File: config.mk
export PLATFORM = sky130hd
export DESIGN_NAME = xorshift128_random_source_flat
export DESIGN_NICKNAME = d
export VERILOG_FILES = /design/src/hw/rtl/xrs_pkg.sv /design/src/hw/rtl/xrs_if.sv /design/src/hw/rtl/xorshift128_random_source.sv /design/src/hw/rtl/xrs_ctrl.sv /design/src/hw/rtl/xrs_datapath.sv /design/src/flat_wrapper.sv
export SDC_FILE = /design/constraint.sdc
export NUM_CORES = 1
export LEC_CHECK = 0
export BUFFER_PORTS_ARGS = -buffer_cell sky130_fd_sc_hd__buf_4
export CAP_MARGIN = 20
export CORE_MARGIN = 2
export CORE_UTILIZATION = 65
export CTS_BUF_LIST = sky130_fd_sc_hd__clkbuf_8
export DETAILED_ROUTE_END_ITERATION = 6
export HOLD_SLACK_MARGIN = 0.1
export PLACE_DENSITY = 0.89
export SLEW_MARGIN = 10
export SYNTH_ARGS = -nofsm -noshare
export SYNTH_HDL_FRONTEND = slang
export SYNTH_SLANG_ARGS = --single-unit
File: constraint.sdc
create_clock -name clk_i -period 12.08 [get_ports clk_i]
set_input_delay 2.416 -clock clk_i [delete_from_list [all_inputs] [get_ports clk_i]]
set_output_delay 2.416 -clock clk_i [all_outputs]
set_load 0.02 [all_outputs]
File: src/hw/rtl/xrs_pkg.sv
// Package: types, constants and codes of the xorshift128 random source.
package xrs_pkg;

  localparam int unsigned WORD_W  = 32;
  localparam int unsigned BOUND_W = 31;
  localparam int unsigned REQ_W   = 2;
  localparam int unsigned CFG_IDX_W = 3;
  localparam int unsigned DIV_CNT_W = $clog2(WORD_W);
  localparam int unsigned MIX_IDX_W = 2;

  localparam logic [WORD_W-1:0] MIX_MUL = 32'd1812433253;
  localparam int unsigned XS_SHL_A  = 11;
  localparam int unsigned XS_SHR_D  = 19;
  localparam int unsigned XS_SHR_T  = 8;
  localparam int unsigned MIX_SHR   = 30;

  typedef enum logic [REQ_W-1:0] {
    REQ_RAW     = 2'd0,
    REQ_BOUNDED = 2'd1,
    REQ_RESEED  = 2'd2,
    REQ_LOAD    = 2'd3
  } req_type_e;

  typedef enum logic [CFG_IDX_W-1:0] {
    CFG_SEED_VALUE  = 3'd0,
    CFG_LOAD_WORD_A = 3'd1,
    CFG_LOAD_WORD_B = 3'd2,
    CFG_LOAD_WORD_C = 3'd3,
    CFG_LOAD_WORD_D = 3'd4
  } cfg_reg_e;

  typedef enum logic [3:0] {
    OP_NONE      = 4'd0,
    OP_ADVANCE   = 4'd1,
    OP_ZERO_ERR  = 4'd2,
    OP_DIV_START = 4'd3,
    OP_SEED      = 4'd4,
    OP_LOAD      = 4'd5,
    OP_DIV_STEP  = 4'd6,
    OP_MIX_MUL   = 4'd7,
    OP_MIX_ADD   = 4'd8
  } dp_op_e;

  typedef enum logic [4:0] {
    ST_IDLE   = 5'b00001,
    ST_DIV    = 5'b00010,
    ST_MUL    = 5'b00100,
    ST_ADD    = 5'b01000,
    ST_FINISH = 5'b10000
  } ctrl_state_e;

  typedef struct packed {
    dp_op_e op;
    logic   load_out;
  } dp_cmd_t;

  typedef struct packed {
    logic bound_zero;
    logic div_last;
    logic mix_last;
  } dp_status_t;

  function automatic logic [WORD_W-1:0] chain_next(logic [WORD_W-1:0] s,
                                                   logic [WORD_W-1:0] k);
    logic [WORD_W-1:0] prod;
    prod = MIX_MUL * (s ^ (s >> MIX_SHR));
    return prod + k;
  endfunction

  localparam logic [WORD_W-1:0] RESET_WORD_A = chain_next(32'd0, 32'd1);
  localparam logic [WORD_W-1:0] RESET_WORD_B = chain_next(RESET_WORD_A, 32'd2);
  localparam logic [WORD_W-1:0] RESET_WORD_C = chain_next(RESET_WORD_B, 32'd3);
  localparam logic [WORD_W-1:0] RESET_WORD_D = chain_next(RESET_WORD_C, 32'd4);

endpackage

File: src/hw/rtl/xrs_if.sv
// Request and result channel interfaces of the random source.
interface xrs_req_if import xrs_pkg::*; ();
  logic               valid;
  logic               ready;
  logic [REQ_W-1:0]   req_type;
  logic [BOUND_W-1:0] upper_bound;

  modport source (output valid, output req_type, output upper_bound, input ready);
  modport sink   (input valid, input req_type, input upper_bound, output ready);
endinterface

interface xrs_rsp_if import xrs_pkg::*; ();
  logic              valid;
  logic              ready;
  logic [WORD_W-1:0] value;
  logic              div_error;
  logic [WORD_W-1:0] word_a_out;
  logic [WORD_W-1:0] word_b_out;
  logic [WORD_W-1:0] word_c_out;
  logic [WORD_W-1:0] word_d_out;

  modport source (output valid, output value, output div_error, output word_a_out,
                  output word_b_out, output word_c_out, output word_d_out,
                  input ready);
  modport sink   (input valid, input value, input div_error, input word_a_out,
                  input word_b_out, input word_c_out, input word_d_out,
                  output ready);
endinterface

File: src/hw/rtl/xorshift128_random_source.sv
// Top level of the xorshift128 random source: controller and datapath.
// Raw draw, load and zero-bound draw: from ST_IDLE straight to ST_FINISH.
// Bounded draw: restoring divider in ST_DIV, one remainder bit per cycle.
// Reseed: four multiply-then-add steps of the seed mixer, each ST_MUL then ST_ADD.
// One request at a time; a new request is taken while the previous result waits.
// Reset clears config to 0 and loads the seed-zero expansion into the state words.
module xorshift128_random_source import xrs_pkg::*; (
  input  logic                 clk_i,
  input  logic                 rst_ni,
  input  logic                 cfg_we_i,
  input  logic [CFG_IDX_W-1:0] cfg_idx_i,
  input  logic [WORD_W-1:0]    cfg_data_i,
  xrs_req_if.sink              req_i,
  xrs_rsp_if.source            rsp_o
);

  dp_cmd_t    cmd;
  dp_status_t status;

  xrs_ctrl u_ctrl (
    .clk_i       (clk_i),
    .rst_ni      (rst_ni),
    .in_valid_i  (req_i.valid),
    .in_ready_o  (req_i.ready),
    .req_type_i  (req_i.req_type),
    .out_valid_o (rsp_o.valid),
    .out_ready_i (rsp_o.ready),
    .status_i    (status),
    .cmd_o       (cmd)
  );

  xrs_datapath u_datapath (
    .clk_i         (clk_i),
    .rst_ni        (rst_ni),
    .cfg_we_i      (cfg_we_i),
    .cfg_idx_i     (cfg_idx_i),
    .cfg_data_i    (cfg_data_i),
    .upper_bound_i (req_i.upper_bound),
    .cmd_i         (cmd),
    .status_o      (status),
    .value_o       (rsp_o.value),
    .div_error_o   (rsp_o.div_error),
    .word_a_o      (rsp_o.word_a_out),
    .word_b_o      (rsp_o.word_b_out),
    .word_c_o      (rsp_o.word_c_out),
    .word_d_o      (rsp_o.word_d_out)
  );

endmodule

File: src/hw/rtl/xrs_ctrl.sv
// Controller state machine: sequences draws, divisions, reseeds and the result beat.
module xrs_ctrl import xrs_pkg::*; (
  input  logic             clk_i,
  input  logic             rst_ni,
  input  logic             in_valid_i,
  output logic             in_ready_o,
  input  logic [REQ_W-1:0] req_type_i,
  output logic             out_valid_o,
  input  logic             out_ready_i,
  input  dp_status_t       status_i,
  output dp_cmd_t          cmd_o
);

  ctrl_state_e state_q, state_d;
  logic        out_valid_q, out_valid_d;

  always_comb begin
    state_d      = state_q;
    cmd_o.op     = OP_NONE;
    cmd_o.load_out = 1'b0;
    case (state_q)
      ST_IDLE: begin
        if (in_valid_i) begin
          case (req_type_e'(req_type_i))
            REQ_RAW: begin
              cmd_o.op = OP_ADVANCE;
              state_d  = ST_FINISH;
            end
            REQ_BOUNDED: begin
              if (status_i.bound_zero) begin
                cmd_o.op = OP_ZERO_ERR;
                state_d  = ST_FINISH;
              end else begin
                cmd_o.op = OP_DIV_START;
                state_d  = ST_DIV;
              end
            end
            REQ_RESEED: begin
              cmd_o.op = OP_SEED;
              state_d  = ST_MUL;
            end
            default: begin
              cmd_o.op = OP_LOAD;
              state_d  = ST_FINISH;
            end
          endcase
        end
      end
      ST_DIV: begin
        cmd_o.op = OP_DIV_STEP;
        if (status_i.div_last) begin
          state_d = ST_FINISH;
        end
      end
      ST_MUL: begin
        cmd_o.op = OP_MIX_MUL;
        state_d  = ST_ADD;
      end
      ST_ADD: begin
        cmd_o.op = OP_MIX_ADD;
        state_d  = status_i.mix_last ? ST_FINISH : ST_MUL;
      end
      ST_FINISH: begin
        if (!out_valid_q || out_ready_i) begin
          cmd_o.load_out = 1'b1;
          state_d        = ST_IDLE;
        end
      end
      default: begin
        state_d = ST_IDLE;
      end
    endcase
  end

  always_comb begin
    out_valid_d = out_valid_q;
    if (cmd_o.load_out) begin
      out_valid_d = 1'b1;
    end else if (out_ready_i) begin
      out_valid_d = 1'b0;
    end
  end

  always_ff @(posedge clk_i or negedge rst_ni) begin
    if (!rst_ni) begin
      state_q     <= ST_IDLE;
      out_valid_q <= 1'b0;
    end else begin
      state_q     <= state_d;
      out_valid_q <= out_valid_d;
    end
  end

  assign in_ready_o  = (state_q == ST_IDLE);
  assign out_valid_o = out_valid_q;

endmodule

File: src/hw/rtl/xrs_datapath.sv
// Datapath: state words, config registers, seed mixer, restoring divider, result register.
module xrs_datapath import xrs_pkg::*; (
  input  logic                 clk_i,
  input  logic                 rst_ni,
  input  logic                 cfg_we_i,
  input  logic [CFG_IDX_W-1:0] cfg_idx_i,
  input  logic [WORD_W-1:0]    cfg_data_i,
  input  logic [BOUND_W-1:0]   upper_bound_i,
  input  dp_cmd_t              cmd_i,
  output dp_status_t           status_o,
  output logic [WORD_W-1:0]    value_o,
  output logic                 div_error_o,
  output logic [WORD_W-1:0]    word_a_o,
  output logic [WORD_W-1:0]    word_b_o,
  output logic [WORD_W-1:0]    word_c_o,
  output logic [WORD_W-1:0]    word_d_o
);

  logic [WORD_W-1:0]    seed_q, load_a_q, load_b_q, load_c_q, load_d_q;
  logic [WORD_W-1:0]    word_a_q, word_b_q, word_c_q, word_d_q;
  logic [DIV_CNT_W-1:0] div_cnt_q;
  logic [MIX_IDX_W-1:0] mix_idx_q;

  logic [WORD_W-1:0]    dividend_q;
  logic [BOUND_W-1:0]   rem_q;
  logic [BOUND_W-1:0]   bound_q;
  logic [WORD_W-1:0]    mul_q;
  logic [WORD_W-1:0]    res_value_q;
  logic                 res_err_q;
  logic [WORD_W-1:0]    out_value_q, out_a_q, out_b_q, out_c_q, out_d_q;
  logic                 out_err_q;

  logic [WORD_W-1:0]    xs_t, xs_next;
  logic [WORD_W-1:0]    rem_shift;
  logic [WORD_W:0]      rem_diff;
  logic [BOUND_W-1:0]   rem_next;
  logic [WORD_W-1:0]    mix_k;

  assign xs_t    = word_a_q ^ (word_a_q << XS_SHL_A);
  assign xs_next = word_d_q ^ (word_d_q >> XS_SHR_D) ^ xs_t ^ (xs_t >> XS_SHR_T);

  assign rem_shift = {rem_q, dividend_q[WORD_W-1]};
  assign rem_diff  = {1'b0, rem_shift} - {2'b00, bound_q};
  assign rem_next  = rem_diff[WORD_W] ? rem_shift[BOUND_W-1:0] : rem_diff[BOUND_W-1:0];

  assign mix_k = {{(WORD_W-MIX_IDX_W){1'b0}}, mix_idx_q} + {{(WORD_W-1){1'b0}}, 1'b1};

  always_ff @(posedge clk_i or negedge rst_ni) begin
    if (!rst_ni) begin
      seed_q    <= '0;
      load_a_q  <= '0;
      load_b_q  <= '0;
      load_c_q  <= '0;
      load_d_q  <= '0;
    end else if (cfg_we_i) begin
      case (cfg_reg_e'(cfg_idx_i))
        CFG_SEED_VALUE:  seed_q   <= cfg_data_i;
        CFG_LOAD_WORD_A: load_a_q <= cfg_data_i;
        CFG_LOAD_WORD_B: load_b_q <= cfg_data_i;
        CFG_LOAD_WORD_C: load_c_q <= cfg_data_i;
        CFG_LOAD_WORD_D: load_d_q <= cfg_data_i;
        default: ;
      endcase
    end
  end

  always_ff @(posedge clk_i or negedge rst_ni) begin
    if (!rst_ni) begin
      word_a_q  <= RESET_WORD_A;
      word_b_q  <= RESET_WORD_B;
      word_c_q  <= RESET_WORD_C;
      word_d_q  <= RESET_WORD_D;
      div_cnt_q <= '0;
      mix_idx_q <= '0;
    end else begin
      case (cmd_i.op)
        OP_ADVANCE, OP_DIV_START: begin
          word_a_q  <= word_b_q;
          word_b_q  <= word_c_q;
          word_c_q  <= word_d_q;
          word_d_q  <= xs_next;
          div_cnt_q <= '0;
        end
        OP_SEED: begin
          word_d_q  <= seed_q;
          mix_idx_q <= '0;
        end
        OP_LOAD: begin
          word_a_q <= load_a_q;
          word_b_q <= load_b_q;
          word_c_q <= load_c_q;
          word_d_q <= load_d_q;
        end
        OP_DIV_STEP: begin
          div_cnt_q <= div_cnt_q + 1'b1;
        end
        OP_MIX_ADD: begin
          word_a_q  <= word_b_q;
          word_b_q  <= word_c_q;
          word_c_q  <= word_d_q;
          word_d_q  <= mul_q + mix_k;
          mix_idx_q <= mix_idx_q + 1'b1;
        end
        default: ;
      endcase
    end
  end

  always_ff @(posedge clk_i) begin
    case (cmd_i.op)
      OP_ADVANCE: begin
        res_value_q <= xs_next;
        res_err_q   <= 1'b0;
      end
      OP_ZERO_ERR: begin
        res_value_q <= '0;
        res_err_q   <= 1'b1;
      end
      OP_DIV_START: begin
        dividend_q  <= xs_next;
        rem_q       <= '0;
        bound_q     <= upper_bound_i;
        res_err_q   <= 1'b0;
      end
      OP_DIV_STEP: begin
        dividend_q  <= dividend_q << 1;
        rem_q       <= rem_next;
        res_value_q <= {1'b0, rem_next};
      end
      OP_SEED, OP_LOAD: begin
        res_value_q <= '0;
        res_err_q   <= 1'b0;
      end
      OP_MIX_MUL: begin
        mul_q <= MIX_MUL * (word_d_q ^ (word_d_q >> MIX_SHR));
      end
      default: ;
    endcase
    if (cmd_i.load_out) begin
      out_value_q <= res_value_q;
      out_err_q   <= res_err_q;
      out_a_q     <= word_a_q;
      out_b_q     <= word_b_q;
      out_c_q     <= word_c_q;
      out_d_q     <= word_d_q;
    end
  end

  assign status_o.bound_zero = (upper_bound_i == '0);
  assign status_o.div_last   = (div_cnt_q == DIV_CNT_W'(WORD_W - 1));
  assign status_o.mix_last   = (mix_idx_q == '1);

  assign value_o     = out_value_q;
  assign div_error_o = out_err_q;
  assign word_a_o    = out_a_q;
  assign word_b_o    = out_b_q;
  assign word_c_o    = out_c_q;
  assign word_d_o    = out_d_q;

endmodule

File: src/flat_wrapper.sv
// flat-port wrapper written by rule: the top's interface ports become plain ports
module xorshift128_random_source_flat import xrs_pkg::*;
  (clk_i, rst_ni, cfg_we_i, cfg_idx_i, cfg_data_i, req_i_valid, req_i_req_type, req_i_upper_bound, req_i_ready, rsp_o_valid, rsp_o_value, rsp_o_div_error, rsp_o_word_a_out, rsp_o_word_b_out, rsp_o_word_c_out, rsp_o_word_d_out, rsp_o_ready);
  xrs_req_if req_i_i ();
  xrs_rsp_if rsp_o_i ();
  input  logic clk_i;
  input  logic rst_ni;
  input  logic cfg_we_i;
  input  logic [CFG_IDX_W-1:0] cfg_idx_i;
  input  logic [WORD_W-1:0] cfg_data_i;
  input wire logic [$bits(req_i_i.valid)-1:0] req_i_valid;
  input wire logic [$bits(req_i_i.req_type)-1:0] req_i_req_type;
  input wire logic [$bits(req_i_i.upper_bound)-1:0] req_i_upper_bound;
  output wire logic [$bits(req_i_i.ready)-1:0] req_i_ready;
  output wire logic [$bits(rsp_o_i.valid)-1:0] rsp_o_valid;
  output wire logic [$bits(rsp_o_i.value)-1:0] rsp_o_value;
  output wire logic [$bits(rsp_o_i.div_error)-1:0] rsp_o_div_error;
  output wire logic [$bits(rsp_o_i.word_a_out)-1:0] rsp_o_word_a_out;
  output wire logic [$bits(rsp_o_i.word_b_out)-1:0] rsp_o_word_b_out;
  output wire logic [$bits(rsp_o_i.word_c_out)-1:0] rsp_o_word_c_out;
  output wire logic [$bits(rsp_o_i.word_d_out)-1:0] rsp_o_word_d_out;
  input wire logic [$bits(rsp_o_i.ready)-1:0] rsp_o_ready;
  assign req_i_i.valid = req_i_valid;
  assign req_i_i.req_type = req_i_req_type;
  assign req_i_i.upper_bound = req_i_upper_bound;
  assign req_i_ready = req_i_i.ready;
  assign rsp_o_valid = rsp_o_i.valid;
  assign rsp_o_value = rsp_o_i.value;
  assign rsp_o_div_error = rsp_o_i.div_error;
  assign rsp_o_word_a_out = rsp_o_i.word_a_out;
  assign rsp_o_word_b_out = rsp_o_i.word_b_out;
  assign rsp_o_word_c_out = rsp_o_i.word_c_out;
  assign rsp_o_word_d_out = rsp_o_i.word_d_out;
  assign rsp_o_i.ready = rsp_o_ready;
  xorshift128_random_source u_core (.clk_i(clk_i), .rst_ni(rst_ni), .cfg_we_i(cfg_we_i), .cfg_idx_i(cfg_idx_i), .cfg_data_i(cfg_data_i), .req_i(req_i_i), .rsp_o(rsp_o_i));
endmodule
==> impl_metrics.json <==
{
  "grt_setup_unrepaired": "false",
  "worst_hold_check_slack_ns": 0.4196,
  "grt_remaining_overflow": 0,
  "synth_enable_flop_cells": 320,
  "synth_cell_type_count": 86,
  "slew_headroom": 0.2518,
  "gp_congestion": 0.9739,
  "synthesis.yosys.warnings": 0,
  "required_time_at_the_endpoint_of_the_critical_path_ns": 12.53,
  "final.setup_skew_ns": 0.03634,
  "syn-cell-area_um2": 34430,
  "grtUsageTotal": 0.3643,
  "core_um2": 52450,
  "final-max-slew-violation-count": 0,
  "endpoint_kind": "flip-flop",
  "critical_path.startpoint_type": "flip-flop",
  "grt_antenna_before_repair": 1,
  "crit_path_class": "reg -> reg",
  "cts_htree_levels": 3,
  "cts_sinks": 621,
  "timing.max_cap.violations": 0,
  "rows": 84,
  "die_width_um": 234.1,
  "timing.final.setup_violations": 0,
  "drt-vias-per-instance": 6.364,
  "io-pin-count": 236,
  "tns_ns": 0,
  "synth-main-ff-cell": "sky130_fd_sc_hd__edfxtp_1",
  "post_cts.repair.setup_buffers": 0,
  "layout.core_utilization": 0.7409,
  "flow.area_growth_from_synthesis_pct": 12.87,
  "finalNetCount": 3607,
  "wirelength_um": 99050,
  "port-buffer-count": 235,
  "worst_skew_pair.late_latency_ns": 0.72,
  "clk_path_buf_depth": 3,
  "hpwlAfterDp_um": 69710,
  "ff_latch_count_synth": 621,
  "synth_sequential_area_ratio": 0.4994,
  "avg_cell_area_syn_um2": 12.00,
  "detail_route.first_pass.iterations": 6,
  "final_layout_size_suffix_gt1_frac": 0.1966,
  "holdBufCountCts": 0,
  "dr.first_iter.drc_count": 2676,
  "grt_start_max_net_pins": 142,
  "antenna_violating_nets_post_route": 0,
  "timing.fmax_mhz": 136.0,
  "dr_total_vias": 24878,
  "synth_async_sr_flop_share": 0.4847,
  "clk_pin_slew_worst_paths_ns": 0.07,
  "hold_violations": 0,
  "outcome": "finished, final reports clean",
  "dieArea_um2": 54820,
  "postCtsResizedCells": 0,
  "holdCritPathClass": "reg -> reg",
  "synthesis.nets": 3339,
  "avgRoutedWirePerCell_um": 25.34,
  "syn_inst": 2868,
  "remaining_drc_errors": 0,
  "die_y_um": 234.1,
  "critical_path_arrival_ns": 7.80,
  "cts_tree": "yes",
  "cts_inserted_buffers": 97,
  "grt_pass1_vias": 25345,
  "first_pass_grt_wire_length_um": 148100,
  "cts-root-buf": "sky130_fd_sc_hd__clkbuf_8",
  "critPathMaxFanout": 8,
  "timing.final.crit_share": 0.6085,
  "start_util": 0.6564,
  "tightest_slew_ns": 1.122,
  "period_minus_slack_ns": 7.350
}
per-layer routing:
| metal | routed length (µm) | GRT usage | up-vias |
|---|---|---|---|
| met2 | 48260 | 0.5978 | 1607 |
| met4 | 6163 | 0.2055 | 0 |
| li1 | - | - | 10530 |
| met5 | 0 | 0 | - |
| met3 | 9393 | 0.07989 | 410 |
| met1 | 35240 | 0.4498 | 12331 |
worst paths after layout:
path                                              startpoint                             end  slack (ns)  cells past startpoint
min                        u_core.u_datapath.res_value_q[20]   u_core.u_datapath.value_o[20]        0.42                      0
min in group asynchronous                             rst_ni  u_core.u_datapath.word_a_q[18]        1.72                      1
max                           u_core.u_datapath.word_d_q[31]     u_core.u_datapath.mul_q[29]        4.73                     25
min reg2reg                u_core.u_datapath.res_value_q[20]   u_core.u_datapath.value_o[20]        0.42                      0
max reg2reg                   u_core.u_datapath.word_d_q[31]     u_core.u_datapath.mul_q[29]        4.73                     25
max in group asynchronous                             rst_ni   u_core.u_datapath.word_d_q[7]        8.19                      3
area by class of cell:
class                           instances  area (µm²)
Clock inverter                         81       489.2
Antenna cell                            1       2.502
Inverter                              311        1167
Tap cell                              688       860.8
Fill cell                            3183       13590
Multi-Input combinational cell       1836       15680
Timing Repair Buffer                  269        2059
Sequential cell                       621       17190
Clock buffer                          102        1404
cell usage after synthesis, drive strengths merged (10+ instances only):
| library cell | number | area share |
|---|---|---|
| fa | 148 | 0.086 |
| a21oi | 101 | 0.015 |
| buf | 55 | 0.0087 |
| o22ai | 34 | 0.0062 |
| and3 | 17 | 0.0031 |
| dfstp | 41 | 0.031 |
| ha | 250 | 0.091 |
| a21o | 18 | 0.0041 |
| nand2b | 11 | 0.0020 |
| o21a | 15 | 0.0033 |
| mux2i | 28 | 0.0081 |
| nand2 | 346 | 0.038 |
| xor2 | 55 | 0.014 |
| nor2 | 115 | 0.013 |
| nor4 | 13 | 0.0024 |
| nand3 | 28 | 0.0041 |
| o221ai | 10 | 0.0025 |
| nor3 | 24 | 0.0038 |
| nor2b | 10 | 0.0018 |
| clkbuf | 45 | 0.0049 |
| inv | 311 | 0.034 |
| edfxtp | 320 | 0.28 |
| xnor2 | 142 | 0.036 |
| dfrtp | 260 | 0.19 |
| a22oi | 98 | 0.021 |
| mux2 | 163 | 0.053 |
| o21ai | 79 | 0.012 |
cell usage in the layout (no fill, tap or decap), drive strengths merged, types with 98 or more instances in the layout:
cell type and count:
xnor2 142, nor2 115, mux2 163, edfxtp 320, clkbuf 102, inv 348, a21oi 101, fa 148
dfrtp 260, a22oi 98, buf 269, ha 250, nand2 346
critical path, cell delays in order (launching register included):
cell                      delay (ns)
sky130_fd_sc_hd__dfrtp_1        0.50
sky130_fd_sc_hd__xnor2_1        0.42
sky130_fd_sc_hd__inv_1          0.16
sky130_fd_sc_hd__xnor2_1        0.29
sky130_fd_sc_hd__ha_1           0.25
sky130_fd_sc_hd__or2_2          0.30
sky130_fd_sc_hd__ha_1           0.29
sky130_fd_sc_hd__inv_1          0.06
sky130_fd_sc_hd__fa_1           0.48
sky130_fd_sc_hd__inv_1          0.05
sky130_fd_sc_hd__ha_1           0.19
sky130_fd_sc_hd__fa_1           0.47
sky130_fd_sc_hd__fa_1           0.51
sky130_fd_sc_hd__fa_1           0.49
sky130_fd_sc_hd__inv_1          0.06
sky130_fd_sc_hd__fa_1           0.49
sky130_fd_sc_hd__inv_1          0.05
sky130_fd_sc_hd__ha_1           0.35
sky130_fd_sc_hd__and3_1         0.20
sky130_fd_sc_hd__nand2_1        0.07
sky130_fd_sc_hd__or3b_2         0.46
sky130_fd_sc_hd__o311a_1        0.19
sky130_fd_sc_hd__a21oi_1        0.36
sky130_fd_sc_hd__a21bo_2        0.20
sky130_fd_sc_hd__a21oi_1        0.07
sky130_fd_sc_hd__xnor2_1        0.13
stage by stage:
step | cell area (µm²) | std cells | worst slack (ns)
floorplan | 34430 | 2868 | 2.193
detailed placement | 36930 | 3723 | 4.784
finish | 38860 | 3909 | 4.730
global route | 38860 | 3909 | 4.433
global placement | 36930 | 3723 | 4.987
CTS | 38820 | 3906 | 4.745
cells by family after synthesis:
| group | share of synthesized area |
|---|---|
| AO/OA/AOI/OAI | 0.08465 |
| buffers and inverters | 0.04750 |
| flip-flops | 0.4994 |
| multiplexers | 0.06146 |
| adder cells (fa/ha/maj) | 0.1769 |
| AND/OR/NAND/NOR | 0.07996 |
| XOR/XNOR | 0.05012 |
Power is not shown: default switching activity piles up to over one toggle a cycle in this logic, so the estimate is an artifact.
